`config.mk`:
```
export PLATFORM = sky130hd
export DESIGN_NAME = multi_channel_input_debouncer
export DESIGN_NICKNAME = d
export VERILOG_FILES = /design/src/mcd_pkg.sv /design/src/multi_channel_input_debouncer.sv /design/src/mcd_lane.sv /design/src/mcd_merge.sv
export VERILOG_INCLUDE_DIRS = /design/src /design/src/src
export SDC_FILE = /design/constraint.sdc
export NUM_CORES = 1
export LEC_CHECK = 0
export BUFFER_PORTS_ARGS = -buffer_cell sky130_fd_sc_hd__buf_2
export CORE_AREA = 2 2 96 135
export CTS_CLUSTER_DIAMETER = 60
export CTS_CLUSTER_SIZE = 10
export DETAILED_ROUTE_END_ITERATION = 10
export DIE_AREA = 0 0 98 137
export PLACE_DENSITY = 0.54
export SETUP_SLACK_MARGIN = 0.15
export SYNTH_ARGS = -nofsm -noshare
export SYNTH_HDL_FRONTEND = slang
export SYNTH_SLANG_ARGS = --single-unit
export TNS_END_PERCENT = 50
```
`constraint.sdc`:
```
create_clock -name clk -period 5 [get_ports clk]
set_input_delay 1.5 -clock clk [delete_from_list [all_inputs] [get_ports clk]]
set_output_delay 1.5 -clock clk [all_outputs]
set_load 0.02 [all_outputs]
```
`src/assert_macros.svh`:
```
// assertion macros shared by the debouncer rtl
`ifndef ASSERT_MACROS_SVH
`define ASSERT_MACROS_SVH

// property must hold at every clock edge outside reset
`define ASSERT_CLK(label, clk, rst_n, prop, msg) \
	label: assert property (@(posedge clk) disable iff (!rst_n) (prop)) else $error(msg);

// antecedent implies consequent in the following cycle
`define ASSERT_NEXT(label, clk, rst_n, ante, cons, msg) \
	label: assert property (@(posedge clk) disable iff (!rst_n) (ante) |=> (cons)) \
		else $error(msg);

`endif

```
`src/mcd_pkg.sv`:
```
// shared types and constants of the multi-channel input debouncer
`default_nettype none

package mcd_pkg;

	// field widths
	localparam int FieldW      = 3;
	localparam int TicksW      = 8;
	localparam int CfgIdxW     = 2;
	localparam int CfgDataW    = 8;
	localparam int NumChannels = 3;

	// reset values of the configuration registers
	localparam logic [TicksW-1:0] ResetTicks  = TicksW'(10);
	localparam logic [FieldW-1:0] ResetEnable = {FieldW{1'b1}};

	// register indexes
	localparam logic [CfgIdxW-1:0] CFG_TICKS  = CfgIdxW'(0);
	localparam logic [CfgIdxW-1:0] CFG_ENABLE = CfgIdxW'(1);

	// item opcodes
	localparam logic OP_SAMPLE = 1'b0;
	localparam logic OP_TICK   = 1'b1;

	// per channel phase
	typedef enum logic [3:0] {
		PH_LOW     = 4'b0001,
		PH_RISING  = 4'b0010,
		PH_HIGH    = 4'b0100,
		PH_FALLING = 4'b1000
	} phase_t;

	// what one lane reports for the item in flight
	typedef struct packed {
		logic changed;
		logic level;
		logic pending;
	} lane_res_t;

	// command from the top level to every lane
	typedef struct packed {
		logic              accept;
		logic              opcode;
		logic              resolve;
		logic [TicksW-1:0] ticks;
	} lane_cmd_t;

endpackage

`default_nettype wire

```
`src/multi_channel_input_debouncer.sv`:
```
// Multi-channel input debouncer, top level.
//
// One beat on the input channel (in_valid/in_stall) is either a pin level
// sample (opcode sample, pin_levels holds one bit per channel) or a timer
// tick. Every accepted beat yields exactly one result beat on the output
// channel (out_valid/out_stall) with changed_mask, level_mask, pending_mask.
// Each channel is a lane with its own phase register and settle countdown;
// all lanes act on the same beat in the same cycle.
// The result is registered in the output buffer before it is shown.
// Throughput: one beat per cycle unless stalled; a two-beat output buffer
// lets one more beat in while a result waits, and in_stall rises only when full.
// The configuration port (cfg_valid/cfg_ready, cfg_index, cfg_data) is
// always ready; the user must write it only while the block is idle, which
// the block does not enforce. Index 0 sets the tick length (0 is stored as 1),
// index 1 the enable mask; writing the mask settles every pending channel to
// its target level without a report. Reset: all channels stable low, countdowns
// idle, tick length 10, all channels debounced, output buffer empty.
`default_nettype none

module multi_channel_input_debouncer #(
	parameter int CHANNELS = mcd_pkg::NumChannels
) (
	input  wire                              clk,
	input  wire                              arst_n,
	input  wire                              in_valid,
	output logic                             in_stall,
	input  wire                              opcode,
	input  wire  [mcd_pkg::FieldW-1:0]       pin_levels,
	output logic                             out_valid,
	input  wire                              out_stall,
	output logic [mcd_pkg::FieldW-1:0]       changed_mask,
	output logic [mcd_pkg::FieldW-1:0]       level_mask,
	output logic [mcd_pkg::FieldW-1:0]       pending_mask,
	input  wire                              cfg_valid,
	output logic                             cfg_ready,
	input  wire  [mcd_pkg::CfgIdxW-1:0]      cfg_index,
	input  wire  [mcd_pkg::CfgDataW-1:0]     cfg_data
);
	import mcd_pkg::*;

	logic [TicksW-1:0] ticks_q;
	logic [FieldW-1:0] enable_q;
	logic              full;
	logic              cfg_wr;
	lane_cmd_t         cmd;
	lane_res_t         lane_res [CHANNELS];

	assign cfg_ready = 1'b1;
	assign cfg_wr    = cfg_valid && cfg_ready;
	assign in_stall  = full;

	// configuration registers
	always_ff @(posedge clk or negedge arst_n) begin
		if (!arst_n) begin
			ticks_q  <= ResetTicks;
			enable_q <= ResetEnable;
		end else if (cfg_wr) begin
			if (cfg_index == CFG_TICKS) begin
				ticks_q <= (cfg_data[TicksW-1:0] == '0) ? TicksW'(1) : cfg_data[TicksW-1:0];
			end else if (cfg_index == CFG_ENABLE) begin
				enable_q <= cfg_data[FieldW-1:0];
			end
		end
	end

	// command broadcast to all lanes
	assign cmd.accept  = in_valid && !in_stall;
	assign cmd.opcode  = opcode;
	assign cmd.resolve = cfg_wr && cfg_index == CFG_ENABLE;
	assign cmd.ticks   = ticks_q;

	// one lane per channel; channels past the field width see level 0, no debounce
	for (genvar i = 0; i < CHANNELS; i++) begin : g_lane
		logic pin_i, en_i;
		if (i < FieldW) begin : g_pin
			assign pin_i = pin_levels[i];
			assign en_i  = enable_q[i];
		end else begin : g_zero
			assign pin_i = 1'b0;
			assign en_i  = 1'b0;
		end
		mcd_lane u_lane (
			.clk    (clk),
			.arst_n (arst_n),
			.cmd    (cmd),
			.pin    (pin_i),
			.en     (en_i),
			.res    (lane_res[i])
		);
	end

	// merge lane results and buffer the output beat
	mcd_merge #(
		.CHANNELS (CHANNELS)
	) u_merge (
		.clk          (clk),
		.arst_n       (arst_n),
		.push         (cmd.accept),
		.lane_res     (lane_res),
		.full         (full),
		.out_valid    (out_valid),
		.out_stall    (out_stall),
		.changed_mask (changed_mask),
		.level_mask   (level_mask),
		.pending_mask (pending_mask)
	);

endmodule

`default_nettype wire

```
`src/mcd_lane.sv`:
```
// one debounce channel: phase register, settle countdown and next-state logic
`default_nettype none

module mcd_lane (
	input  wire                     clk,
	input  wire                     arst_n,
	input  wire mcd_pkg::lane_cmd_t cmd,
	input  wire                     pin,
	input  wire                     en,
	output mcd_pkg::lane_res_t      res
);
	import mcd_pkg::*;

	`include "assert_macros.svh"

	phase_t            phase_q, phase_d;
	logic [TicksW-1:0] cnt_q, cnt_d;
	logic              changed;
	logic              is_sample, is_tick, last_tick;

	assign is_sample = cmd.opcode == OP_SAMPLE;
	assign is_tick   = cmd.opcode == OP_TICK && cnt_q != '0;
	assign last_tick = cnt_q == TicksW'(1);

	// next phase and countdown for the current item
	always_comb begin
		phase_d = phase_q;
		cnt_d   = cnt_q;
		changed = 1'b0;
		case (phase_q)
			PH_LOW: begin
				if (is_sample && pin) begin
					if (en) begin
						phase_d = PH_RISING;
						cnt_d   = cmd.ticks;
					end else begin
						phase_d = PH_HIGH;
						changed = 1'b1;
					end
				end
			end
			PH_RISING: begin
				if (is_sample && en && !pin) begin
					phase_d = PH_LOW;
					cnt_d   = '0;
				end else if (is_tick) begin
					cnt_d = cnt_q - TicksW'(1);
					if (last_tick) begin
						phase_d = PH_HIGH;
						changed = 1'b1;
					end
				end
			end
			PH_HIGH: begin
				if (is_sample && !pin) begin
					if (en) begin
						phase_d = PH_FALLING;
						cnt_d   = cmd.ticks;
					end else begin
						phase_d = PH_LOW;
						changed = 1'b1;
					end
				end
			end
			PH_FALLING: begin
				if (is_sample && en && pin) begin
					phase_d = PH_HIGH;
					cnt_d   = '0;
				end else if (is_tick) begin
					cnt_d = cnt_q - TicksW'(1);
					if (last_tick) begin
						phase_d = PH_LOW;
						changed = 1'b1;
					end
				end
			end
			default: begin
				phase_d = PH_LOW;
				cnt_d   = '0;
			end
		endcase
	end

	// state update: enable write resolves pending phases silently
	always_ff @(posedge clk or negedge arst_n) begin
		if (!arst_n) begin
			phase_q <= PH_LOW;
			cnt_q   <= '0;
		end else if (cmd.resolve) begin
			cnt_q <= '0;
			if (phase_q == PH_RISING) begin
				phase_q <= PH_HIGH;
			end else if (phase_q == PH_FALLING) begin
				phase_q <= PH_LOW;
			end
		end else if (cmd.accept) begin
			phase_q <= phase_d;
			cnt_q   <= cnt_d;
		end
	end

	// result of this item, taken by the merge stage
	assign res.changed = changed;
	assign res.level   = phase_d == PH_HIGH || phase_d == PH_FALLING;
	assign res.pending = phase_d == PH_RISING || phase_d == PH_FALLING;

	`ASSERT_CLK(a_cnt_iff_pending, clk, arst_n,
		(phase_q == PH_RISING || phase_q == PH_FALLING) == (cnt_q != '0),
		"countdown running outside a pending phase")
	`ASSERT_NEXT(a_phase_hold, clk, arst_n, !cmd.accept && !cmd.resolve,
		$stable(phase_q), "phase moved without an item or enable write")
	`ASSERT_NEXT(a_changed_stable, clk, arst_n,
		cmd.accept && !cmd.resolve && res.changed,
		phase_q == PH_LOW || phase_q == PH_HIGH, "change reported into a pending phase")

endmodule

`default_nettype wire

```
`src/mcd_merge.sv`:
```
// merges lane results into masks and holds them in a two-beat output buffer
`default_nettype none

module mcd_merge #(
	parameter int CHANNELS = mcd_pkg::NumChannels
) (
	input  wire                             clk,
	input  wire                             arst_n,
	input  wire                             push,
	input  wire mcd_pkg::lane_res_t         lane_res [CHANNELS],
	output logic                            full,
	output logic                            out_valid,
	input  wire                             out_stall,
	output logic [mcd_pkg::FieldW-1:0]      changed_mask,
	output logic [mcd_pkg::FieldW-1:0]      level_mask,
	output logic [mcd_pkg::FieldW-1:0]      pending_mask
);
	import mcd_pkg::*;

	`include "assert_macros.svh"

	typedef struct packed {
		logic [FieldW-1:0] changed;
		logic [FieldW-1:0] level;
		logic [FieldW-1:0] pending;
	} beat_t;

	beat_t       merged;
	beat_t       buf_q [2];
	logic        wr_ptr_q, rd_ptr_q;
	logic [1:0]  count_q;
	logic        pop;

	// gather lane bits; channels past the field width are dropped
	for (genvar i = 0; i < FieldW; i++) begin : g_gather
		if (i < CHANNELS) begin : g_lane
			assign merged.changed[i] = lane_res[i].changed;
			assign merged.level[i]   = lane_res[i].level;
			assign merged.pending[i] = lane_res[i].pending;
		end else begin : g_none
			assign merged.changed[i] = 1'b0;
			assign merged.level[i]   = 1'b0;
			assign merged.pending[i] = 1'b0;
		end
	end

	assign pop       = out_valid && !out_stall;
	assign full      = count_q == 2'd2;
	assign out_valid = count_q != 2'd0;

	// buffer storage
	always_ff @(posedge clk) begin
		if (push) begin
			buf_q[wr_ptr_q] <= merged;
		end
	end

	// buffer pointers and fill count
	always_ff @(posedge clk or negedge arst_n) begin
		if (!arst_n) begin
			wr_ptr_q <= 1'b0;
			rd_ptr_q <= 1'b0;
			count_q  <= 2'd0;
		end else begin
			if (push) begin
				wr_ptr_q <= !wr_ptr_q;
			end
			if (pop) begin
				rd_ptr_q <= !rd_ptr_q;
			end
			if (push && !pop) begin
				count_q <= count_q + 2'd1;
			end else if (pop && !push) begin
				count_q <= count_q - 2'd1;
			end
		end
	end

	assign changed_mask = buf_q[rd_ptr_q].changed;
	assign level_mask   = buf_q[rd_ptr_q].level;
	assign pending_mask = buf_q[rd_ptr_q].pending;

	`ASSERT_CLK(a_count_range, clk, arst_n, count_q != 2'd3, "buffer count overflow")
	`ASSERT_CLK(a_no_push_full, clk, arst_n, !(push && full), "beat pushed into a full buffer")
	`ASSERT_NEXT(a_ptr_gap, clk, arst_n, push && !pop && count_q == 2'd0,
		wr_ptr_q != rd_ptr_q, "write pointer did not advance past read pointer")

endmodule

`default_nettype wire

```
# Word level (Yosys, flattened, before mapping)
# Memory sizes are Yosys's and may differ from the RTL's.
# Cells that the tools add are included.
# word_totals
output_inout_bits	12
inputBits	19
ramBits	18
elab_cells	209
register_bits	51
memories	1
# classes
bitwise	2
n_mux	101
reduce_logical	54
n_eq_ne	35
n_addsub	5
# mem_list
memory	words	width	read_ports	rd_ports_with_merged_regs	wr	line	source
u_merge.buf_q	2	9	1	0	1	mcd_merge.sv:29	beat_t buf_q [2];
# ops
op	n
$mux 8	25
$mux 4	39
$pmux 8 s4	3
$pmux 4 s4	3
$eq 4x2->1 const B	6
$eq 4x3->1 const B	6
$eq 4x4->1 const B	6
$eq 8x1->1 const B	3
$reduce_bool 8->1	3
$sub 8x1->8 const B	3
$logic_and 1x1->1	23
$mux 1	23
$ne 3x2->1 const B	6
$eq 4x1->1 const B	3
$pmux 1 s4	3
$reduce_and 3->1	4
$logic_not 1->1	9
$mux 3	3
$ne 3x1->1 const B	3
$logic_not 8->1	1
$reduce_and 2->1	4
$logic_or 1x1->1	6
$reduce_bool 2->1	3
$mux 2	2
other kinds (6)	7

# Logic depth before layout (Yosys ltp)
# Gate-level depths: netlist (run 1).
# depth
depth_word	7
ltp_mapped	7
mapped_depth_nobuf	7

# By module
# From an unflattened synthesis (run 1), not the netlist that was laid out.
# unflattened
cells_unflattened	503
area_unflattened_um2	4853.4
# by_module_without_submodules
module	n_inst	seq_area_each_um2	area_per_inst_um2	cells_each
mcd_lane at g_lane[2].u_lane	1	301.5	1232.4	139
mcd_lane at g_lane[1].u_lane	1	301.5	1157.4	146
mcd_lane at g_lane[0].u_lane	1	301.5	1143.6	142
mcd_merge	1	640.6	853.3	44
multi_channel_input_debouncer	1	281.5	466.7	32

# Worst setup path after synthesis (run 1)
# OpenSTA, ideal clock, no wires.
# synth_path
path_kind	in2reg
from	in pin_levels[2] in the netlist's numbering
to	mem u_merge.buf_q[0][5] in the netlist's numbering (data pin)
t_arrival_ns	2.716
path_stages	6
setup_slack_ns	2.016
cell_sequence	buf_4 xnor2_1 a2111oi_4 nor2b_1 a32o_1 nor2_1
# synth_rtl
item	line	source
from (decl)	multi_channel_input_debouncer.sv:28	input wire [mcd_pkg::FieldW-1:0] pin_levels,
to (decl)	mcd_merge.sv:29	

# Worst setup path after layout (run 1)
# layout_path
from	in cfg_valid
to	reg g_lane[2].u_lane.cnt_q[1]
# layout_between
elab_chain_len	3
word_cells_on_any_way	6
classes_between	2 x eq/ne; 1 x mux; 3 x reduce/logical
# layout_rtl
item	line	source
from (decl)	multi_channel_input_debouncer.sv:34	input wire cfg_valid,
$logic_and 1x1->1 (*)	multi_channel_input_debouncer.sv:69	assign cmd.resolve = cfg_wr && cfg_index == CFG_ENABLE;
$ne 3x2->1 (no line) or $reduce_bool 2->1 (tied branches)	n/a	
$reduce_and 3->1 (no line)	n/a	
to (signal assigned)	mcd_lane.sv:98	cnt_q <= cnt_d;
to (decl)	mcd_lane.sv:17	logic [TicksW-1:0] cnt_q, cnt_d;
# Every way passes the cells marked *; elsewhere a longest branch is shown, timed or not.
# A chain may end at the register's enable or synchronous reset.

==> flow_results.org, run 1 <==
** Status
- Result of the run :: finished, final reports clean

** Clock network
- The clock tree synthesis step divided the H-tree into 3 levels.
- Buffers inserted to repair hold after CTS numbered 0.
- After clock tree synthesis, the repair step resized 0 gates.
- Clock Tree Buf Depth :: 2
- Clock latency reported for the late side of the worst-skew pair :: around 0.34 ns
- CTS buffer count :: 9
- Cell chosen for the clock root :: clkbuf_16
- CTS tree :: yes
- After clock tree synthesis, the clock-pin slew on the worst setup and hold paths is around 0.05 ns.
- Clk sinks :: 69
- The number of setup buffers added after CTS is 0.

** Power
- In this run the power density over the cells is 538 mW/mm2.
- Leakage power :: around 2.1 nW
- Worst VDD drop :: between 0.2 and 0.25 mV

** Logic synthesis
- The number of different library cells used by synthesis comes to 87.
- Dividing the synthesized area by the synthesized cell count gives 9.51 um2.
- Summing the areas of all compound-gate instances in the mapped netlist gives between 20% and 30% of the synthesized area.
- After Yosys synthesis, XOR and XNOR cells account for between 2 and 2.5% of the synthesized area.
- Net Count, Synth :: approximately 530
- Of the total synthesized cell area, the portion taken by full adders, half adders and majority gates is 3.04%.
- Gate Count Post-Synth :: approximately 500
- Synth warnings :: 0
- Top_reg_cell synth :: dfrtp_1
- The synthesized design contains 18 enable-type register cells.
- Sequential cells were found to cover a little under two fifths of the synthesized design area.
- Area of the mapped netlist :: between 0.004 and 0.005 mm2
- Measured against the total synthesized area, the mux share comes to between 4 and 5%.
- Proportion of synthesized flip-flops having asynchronous set or reset :: approximately three quarters
- Main combinational cell family by area after synthesis :: simple AND/OR/NAND/NOR gates
- Summing the areas of all and, or, nand and nor instances in the mapped netlist gives 24.9% of the synthesized area.
- Number of register bits inferred by synthesis :: between 60 and 70

** Critical path
- Setup slack of the most critical reg-to-reg path :: about 2.4 ns
- CP top delay family :: simple AND/OR/NAND/NOR gates
- Req. time, crit path :: 5.27 ns
- The critical path is of the primary input to flop type.
- STA classifies the critical path endpoint as a flop.
- For the worst setup path, the data arrival time is ~3.6 ns.
- The critical path goes through buf_2 -> and3b_1 -> nor3_4 -> o21ai_1 -> nor3_1 -> a221o_1.
- Beginning of the worst register-to-register path :: u_merge.count_q[0]
- Worst Path Buf+Inv :: 1
- The worst setup path is launched from a primary input.
- Longest individual stage delay on the worst path :: 0.67 ns
- Maximum fanout encountered on the critical timing path :: 16
- Slowest cell on crit path :: nor3_4
- In this run the critical register-to-register path is captured at g_lane[2].u_lane.cnt_q[1].
- FF-to-FF path depth :: 6

** Floorplanning
- Die Y-Extent :: 137 um
- The floorplan has 48 rows.
- In this run the horizontal extent of the chip is around 98 um.
- 31 I/O pins were placed.
- The floorplan step defined a die boundary enclosing 0.0134 mm2.
- The core region is ~0.012 mm2.
- Once the floorplan was initialized, standard cells occupied between 30 and 40% of the core.

** Timing
- Max-slew violation total from the final report :: 0
- Setup violations remaining at the end of the flow were counted as 0.
- Worst clock skew :: 0.00828 ns
- Setup repair after global routing left no endpoint under its margin.
- Dividing the final minimum period by the clock period gives 65.5%.
- Static timing analysis puts the maximum clock frequency at 305 MHz.
- Total negative slack :: 0 ns
- The smallest clock period supported by the final layout is computed as approximately 3.3 ns.
- The final number of hold-violating endpoints was 0.
- For the pin with the worst max-slew slack, the measured transition is between 0.7 and 0.8 ns.
- On the final layout, the worst hold slack is 0.487 ns.
- Slew Limit Headroom :: a little under half

** Global routing
- The initial antenna violation count was 0.
- First-pass GRT wire length :: approximately 21000 um
- The via count of the first global-routing pass was between 3000 and 4000.
- Grt total ovfl :: 0
- Pin count of the biggest net entering global routing :: 29
- Total routing resource utilization after global routing :: 19.7%

** Routing
- Number of vias in the routed layout :: 4128
- For this block, the routed nets add up to 12800 um of wire.
- Residual DRC :: 0
- Once detail routing completed, the nets flagged for antenna violations numbered 0.
- DRC marker count from the first detailed-route iteration :: around 250
- For this run, the detailed router's first-pass iteration total came to 5.
- Via-per-instance ratio :: ~6
- Routed length per placed instance :: roughly 19 um

** Finish
- The repair_antennas step left the layout with diodes totalling 0.
- The library cells used most frequently in the layout, excluding fill and tap cells, are nor2_1 (44), dfrtp_1 (43), nand2_1 (41), buf_2 (29).
- Compared with the post-synthesis result, the final layout area differs by 10.3%.
- After the last flow step, the layout net total stands at 543.
- Share of cells above drive strength 1 :: a little under a fifth
- After filler insertion, the fill cell instance count of the layout stands at roughly 1200.
- Most common cell after layout, fill and taps aside :: nor2_1

** Placed design
- Gpl congestion :: a little under 0.9
- Final HPWL from detailed placement :: 9220 um
- I/O Buffers :: 29

** Hold path
- Terminating pin of the worst hold path :: u_merge.count_q[1]
- Number of stages on the worst hold path :: 1
- The tightest min-delay check is of the flop to flop type.
- Start point of the worst hold path :: u_merge.count_q[1]

** Job
- Across the run, the number of max-cap violations was 0.
==> routing by layer <==
metal	track usage, %	up-vias	wire length (um)
met5	0	-	0
met4	10.4	0	609
met3	3.17	40	567
met2	32.3	150	6170
met1	25.0	2006	5410
li1	-	1932	-
==> layout make-up <==
| type | instances | area, um2 | share of cell area (%) |
|---|---|---|---|
| Clock buffer | 10 | 229 | 4.35 |
| Clock inverter | 6 | 53.8 | 1.02 |
| Inverter | 15 | 56.3 | 1.07 |
| Multi-Input combinational cell | 387 | 2750 | 52.1 |
| Sequential cell | 69 | 1830 | 34.7 |
| Tap cell | 150 | 188 | 3.56 |
| Timing Repair Buffer | 32 | 168 | 3.18 |
==> how the worst max path moves through the flow <==
stage,start,to,slack [ns],cells past startpoint
global route,cfg_valid,g_lane[2].u_lane.cnt_q[2],1.50,6
floorplan,pin_levels[2],u_merge.buf_q[0][5],2.02,6
CTS,cfg_valid,g_lane[2].u_lane.cnt_q[1],1.69,6
detailed placement,cfg_valid,g_lane[2].u_lane.cnt_q[1],1.34,6
global placement,cfg_valid,g_lane[2].u_lane.cnt_q[1],1.34,6
finish,cfg_valid,g_lane[2].u_lane.cnt_q[1],1.73,6
==> registers in the layout, summed over array words and instances (netlist names) <==
signal,flops
enable_q,3
g_lane.u_lane.cnt_q,24
g_lane.u_lane.phase_q,12
ticks_q,8
u_merge.buf_q,18
u_merge.count_q,2
u_merge.rd_ptr_q,1
u_merge.wr_ptr_q,1
==> cells in the mapped netlist, types with 4 or more instances <==
cell type  instances  area share [%]
buf_2              9            0.94
a32o_1             4            0.84
inv_1             14             1.1
nand2_1           41             3.2
nor4b_1            7             1.3
xnor2_1            5            0.92
nand3_1            8            0.84
dfstp_2            8             4.4
o22ai_1            6            0.79
o21ai_1            8            0.84
a22oi_1            5            0.79
nor2_1            44             3.5
a221o_1           10             2.1
clkbuf_1          17             1.3
and2_1             5            0.65
edfxtp_1          18              11
o2bb2ai_1          4            0.73
nand2b_1           9             1.2
or2_2              5            0.65
nor3_1            18             1.9
ha_1              10             2.6
o31ai_1            5            0.79
xor2_1             6             1.1
nor2b_1            6            0.79
dfrtp_1           43              23
a21oi_1           17             1.8
o21ai_0           17             1.8
nor3b_1            8             1.3
a32oi_1            5            0.92
o211ai_1           5            0.79
a22o_1            11             2.0
a211o_1            9             1.7
a21boi_1           5            0.79
mux2_2            16             3.8
and3b_1            7             1.3
nor4_1             6            0.79
==> report_power, final <==
group / leakage (nW) / internal, mW / total, mW / switching (mW)
Clock: 0.143 / 0.381 / 0.617 / 0.237
Sequential: 0.825 / 0.762 / 0.998 / 0.236
Combinational: 1.16 / 0.520 / 1.22 / 0.699
==> worst register-to-register path, delay by kind of cell, from the launching register on <==
kind	cells	cell delay, ns
buffers and inverters	1	0.24
and+or+nand+nor	3	1.48
DFF	1	0.39
AOI/OAI and AO/OA	2	0.46
==> through the flow <==
step                cells  worst slack [ns]  area (um2)  power (mW)  utilization (%)
floorplan             502              2.02        4780        1.90                -
global placement      653              1.34        4980        2.21             40.9
detailed placement    653              1.34        4980        2.22             40.9
CTS                   669              1.69        5270        2.85             43.2
global route          669              1.50        5270        3.04             43.2
finish                669              1.73        5270        2.84             43.2
==> cells by family after synthesis <==
group | Yosys count
simple gates | 202
compound gates | 143
flops | 69
buf+inv | 46
mux | 18
fa+ha+maj | 12
xor+xnor | 11
other cells | 1
No activity file was read; power rests on OpenSTA's default activity.
==> run 2: changes to the inputs <==
ABC_AREA = 1   (was unset)
CORE_AREA = 2 2 95 134   (was 2 2 96 135)
DIE_AREA = 0 0 97 136   (was 0 0 98 137)
PLACE_DENSITY = 0.57   (was 0.54)
clock period = 2.84 ns   (was 5 ns; I/O delays follow)
==> run 2 against run 1 <==
Area after synthesis fell by 1.4%. Combinational power increased by 140%. Global-route usage shrank 1.2 points. Core utilization up 1.0 points. Setup slack worse by 1.3 ns. Clock power rose by 110%. Critical path depth decreased by 2. Largest cell class unchanged. Via count grew 2.6%. Synthesized cell count up 31%.
==> flow_results.org, run 2 <==
** Clock network
- The quantity of gates resized following cts is 0 (unchanged).
- The total clock sinks came to 69 (unchanged).
- The post-CTS setup buffer count is 0 (unchanged).
- Clock Tree Buf Depth :: 2 (unchanged)
- CTS hold repair buffers :: 0 (unchanged)
- The source-to-sink clock delay at the later pin of the worst-skew pair was 0.34 ns (about the same).
- The clock input transition at the sequential cells of the worst setup and hold paths is 0.05 ns (about the same).
- CTS buffer count :: 9 (unchanged)
- The cell at the root of the clock tree was clkbuf_16 (unchanged).
- The CTS tree was yes (unchanged).
- The number of H-tree levels came to 3 (unchanged).

** Critical path
- Category of the critical setup timing path :: flop to output pin (was primary input to flop)
- Kind of capture point of the worst setup path :: output pin (was flop)
- The number of cells on the worst reg-to-reg path was 8 (was 6).
- CP Launch Type :: flop (was primary input)
- Maximum fanout encountered on the critical timing path :: 10 (was 16)
- The worst reg2reg path endpoint is u_merge.buf_q[0][1] (was g_lane[2].u_lane.cnt_q[1]).
- Beginning of the worst register-to-register path :: g_lane[1].u_lane.cnt_q[0] (was u_merge.count_q[0])
- Req. time, crit path :: 1.99 ns (was 5.27 ns)
- Arr. time, crit path :: 1.58 ns (was 3.55 ns)
- Setup slack of the most critical reg-to-reg path :: 0.93 ns (was 2.37 ns)

** Routing
- The count of vias placed by the detailed router was 4234 (was 4128).
- The detailed-route wire length per cell is 13.7 um (was 19.1 um).
- The number of remaining DRC errors is 0 (unchanged).
- The routed via count divided by cell count is 4.98 (was 6.17).
- Total wire length after detailed routing :: 11700 um (was 12800 um)
- The first-pass iteration count of the detailed router is 4 (was 5).
- DRT antenna net count :: 0 (unchanged)
- DRC marker count from the first detailed-route iteration :: 147 (was 246)

** Timing
- The total negative slack came to 0 ns (unchanged).
- Unrepaired setup endpoints after global routing: no (unchanged).
- Worst Tran Pin Value :: 0.677 ns (was 0.784 ns)
- FMAX :: a little over 400 MHz
- The worst max-slew margin expressed relative to the limit was 54.9% (was 47.5%).
- The final setup violation count is 0 (unchanged).
- Min Tclk post-route :: 2.43 ns
- Max-slew violation total from the final report :: 0 (unchanged)
- Worst clock skew :: 0.00860 ns (was 0.00828 ns)
- After layout, the worst path uses between 80% and 90% of the clock period.
- Count of final hold-check violations :: 0 (unchanged)

** Logic synthesis
- Synth warnings :: 0 (unchanged)
- The top cell type's share of synthesized area came to 22.9% (was 22.5%).
- The cell count after synthesis was 660 (was 502).
- The main flop type after synthesis is dfrtp_1 (unchanged).
- The count of flip-flops with a built-in enable after synthesis was 18 (unchanged).
- Net Count, Synth :: 689 (was 531)
- Area contributors post-synth: dfrtp_1 (23%), nand2_1 (22%), edfxtp_1 (11%) (was dfrtp_1 (23%), edfxtp_1 (11%), dfstp_2 (4.4%)).
- The count of distinct cell types in the synthesized netlist is 46 (was 87).
- Most instantiated library cell after synthesis :: nand2_1 (was nor2_1)
- Post-synthesis average cell area :: 7.13 um2 (was 9.51 um2)
- The synthesized cell area came to 0.00471 mm2 (was 0.00478 mm2).
- Sequential element share of the synthesized area :: 38.8% (was 38.2%)
- Most instantiated cells after synthesis: nand2_1 (278), inv_1 (62), nor2_1 (48), dfrtp_1 (43), nand3_1 (43) (was nor2_1 (44), dfrtp_1 (43), nand2_1 (41), edfxtp_1 (18), nor3_1 (18)).
- The flip-flop and latch count after synthesis was 69 (unchanged).
- The fraction of registers with async set/reset was 73.9% (unchanged).
- The cell type contributing the most total cell area after synthesis was dfrtp_1 (unchanged).

** Global routing
- Pin count of the biggest net entering global routing :: 52 (was 29)
- Antenna violations before repair :: 0 (unchanged)
- Grt total ovfl :: 0 (unchanged)
- Total routing resource utilization after global routing :: 18.6% (was 19.7%)
- The first-pass GRT wire length is 19600 um (was 20800 um).
- Vias in the first global route :: 4123 (was 3938)

** Finish
- The ratio of cells with drive above 1 in the final layout came to 15.7% (was 18.7%).
- Diode count :: 0 (unchanged)
- Commonest cells after routing, fill and taps aside: nand2_1 (278), inv_1 (62), nor2_1 (48), nand3_1 (43), dfrtp_1 (43) (was nor2_1 (44), dfrtp_1 (43), nand2_1 (41), buf_2 (29)).
- Net count of the finished layout :: 724 (was 543)
- The final cell count without fillers came to 850 (was 669).
- Biggest registers after layout: g_lane.u_lane.cnt_q (24), u_merge.buf_q (18), g_lane.u_lane.phase_q (12) (unchanged).
- The leading cell type in the layout, fill and taps excluded was nand2_1 (was nor2_1).
- Flip-flop count of the largest register, all copies and words added :: 24 (unchanged)
- Most flop-heavy register :: g_lane.u_lane.cnt_q (unchanged)
- The area overhead of the layout relative to synthesis is 13.4% (was 10.3%).

** Hold path
- Hold Crit Class :: flop to flop (unchanged)
- The number of cells on the worst hold path came to 2 (was 1).
- Start point of the worst hold path :: g_lane[0].u_lane.cnt_q[7] (was u_merge.count_q[1])
- The sink of the worst hold path was g_lane[0].u_lane.cnt_q[7] (was u_merge.count_q[1]).

** Power
- Leakage power :: 2.79 nW (was 2.12 nW)
- Worst VDD drop :: 0.476 mV (was 0.201 mV)
- Power density normalized to cell area :: 1110 mW/mm2 (was 538 mW/mm2)

** Placed design
- The cell total after placement is 834 (was 653).
- Gpl congestion :: 0.847 (was 0.887)
- The half-perimeter wire length after detailed placement is 8910 um (was 9220 um).
- I/O Buffers :: 29 (unchanged)

** Floorplanning
- Starting Density :: 39.0% (was 39.2%)
- The core footprint came to 0.0121 mm2 (was 0.0122 mm2).
- Floorplan die width :: 97 um (was 98 um)
- FP Rows :: 48 (unchanged)
- Total I/O pin count :: 31 (unchanged)
- The full die area is 0.0132 mm2 (was 0.0134 mm2).
- The height of the die is 136 um (was 137 um).

** Job
- The total of max-cap violations came to 0 (unchanged).

** Status
- Result of the run :: finished, final reports clean (unchanged)
==> run 2: changes by cell type after synthesis, sizes merged, moves of 10 or more <==
cell,before,now
a22o,11,0
clkbuf,17,2
nor2,44,57
mux2,16,4
a21oi,17,4
a221o,10,0
nand2,43,286
nand3,8,50
inv,15,72
nor3,21,11
==> run 2: metrics by stage <==
stage               util [%]  cell area, um2  total power [mW]  hold WS (ns)  setup slack, ns
floorplan                  -            4710              3.94         0.449            0.785
global placement        41.5            5010              4.59         0.468            0.438
detailed placement      41.5            5010              4.64         0.471            0.375
CTS                     44.2            5340              5.96         0.483            0.339
global route            44.2            5340              6.45         0.511            0.223
finish                  44.2            5340              5.92         0.483            0.411
==> run 2: how the worst max path moves through the flow <==
stage	startpoint	endpoint	slack (ns)	depth (start not counted)
2_1_floorplan	opcode	u_merge.buf_q[0][0]	0.78	8
3_3_place_gp	opcode	u_merge.buf_q[0][4]	0.44	9
3_5_place_dp	opcode	u_merge.buf_q[1][4]	0.38	9
4_1_cts	u_merge.rd_ptr_q	level_mask[1]	0.34	4
5_1_grt	u_merge.rd_ptr_q	pending_mask[1]	0.22	4
6_report	u_merge.rd_ptr_q	level_mask[1]	0.41	4
==> run 2: cell families (layout without fill, tap and decap cells) <==
kind of cell / Yosys count / in the layout / synth area share [%]
xor+xnor: 17 / 17 / 3.16
buf+inv: 85 / 125 / 7.68
flops: 69 / 69 / 38.8
compound gates: 55 / 55 / 7.55
other cells: 1 / 1 / 0.0796
simple gates: 419 / 419 / 39.1
mux: 4 / 4 / 0.957
fa+ha+maj: 10 / 10 / 2.66
==> run 2: final cells by class <==
type                            instances  area [um2]
Sequential cell                        69        1830
Fill cell                            1241        6730
Clock buffer                           11         233
Timing Repair Buffer                   36         198
Tap cell                              150         188
Clock inverter                          5         100
Multi-Input combinational cell        506        2520
Inverter                               73         277
==> run 2: power breakdown <==
part	total, mW	switching, mW	internal, mW
logic	2.98	1.98	0.999
registers	1.67	0.295	1.38
clock network	1.27	0.417	0.855
==> run 2: worst max-delay path, stage by stage, from the launching register on <==
cell and delay [ns]:
dfrtp_1 0.52, clkinv_1 0.36, nand2_1 0.14, nand2_1 0.07
buf_2 0.16
==> run 2: metal layers <==
metal	up-vias	wire length (um)	global-route usage [%]	part of all wire (%)
met5	-	0	0	0
met4	0	328	8.45	2.8
met3	20	327	2.26	2.8
met2	80	6170	34.8	53
met1	1964	4850	20.9	42
li1	2170	-	-	-
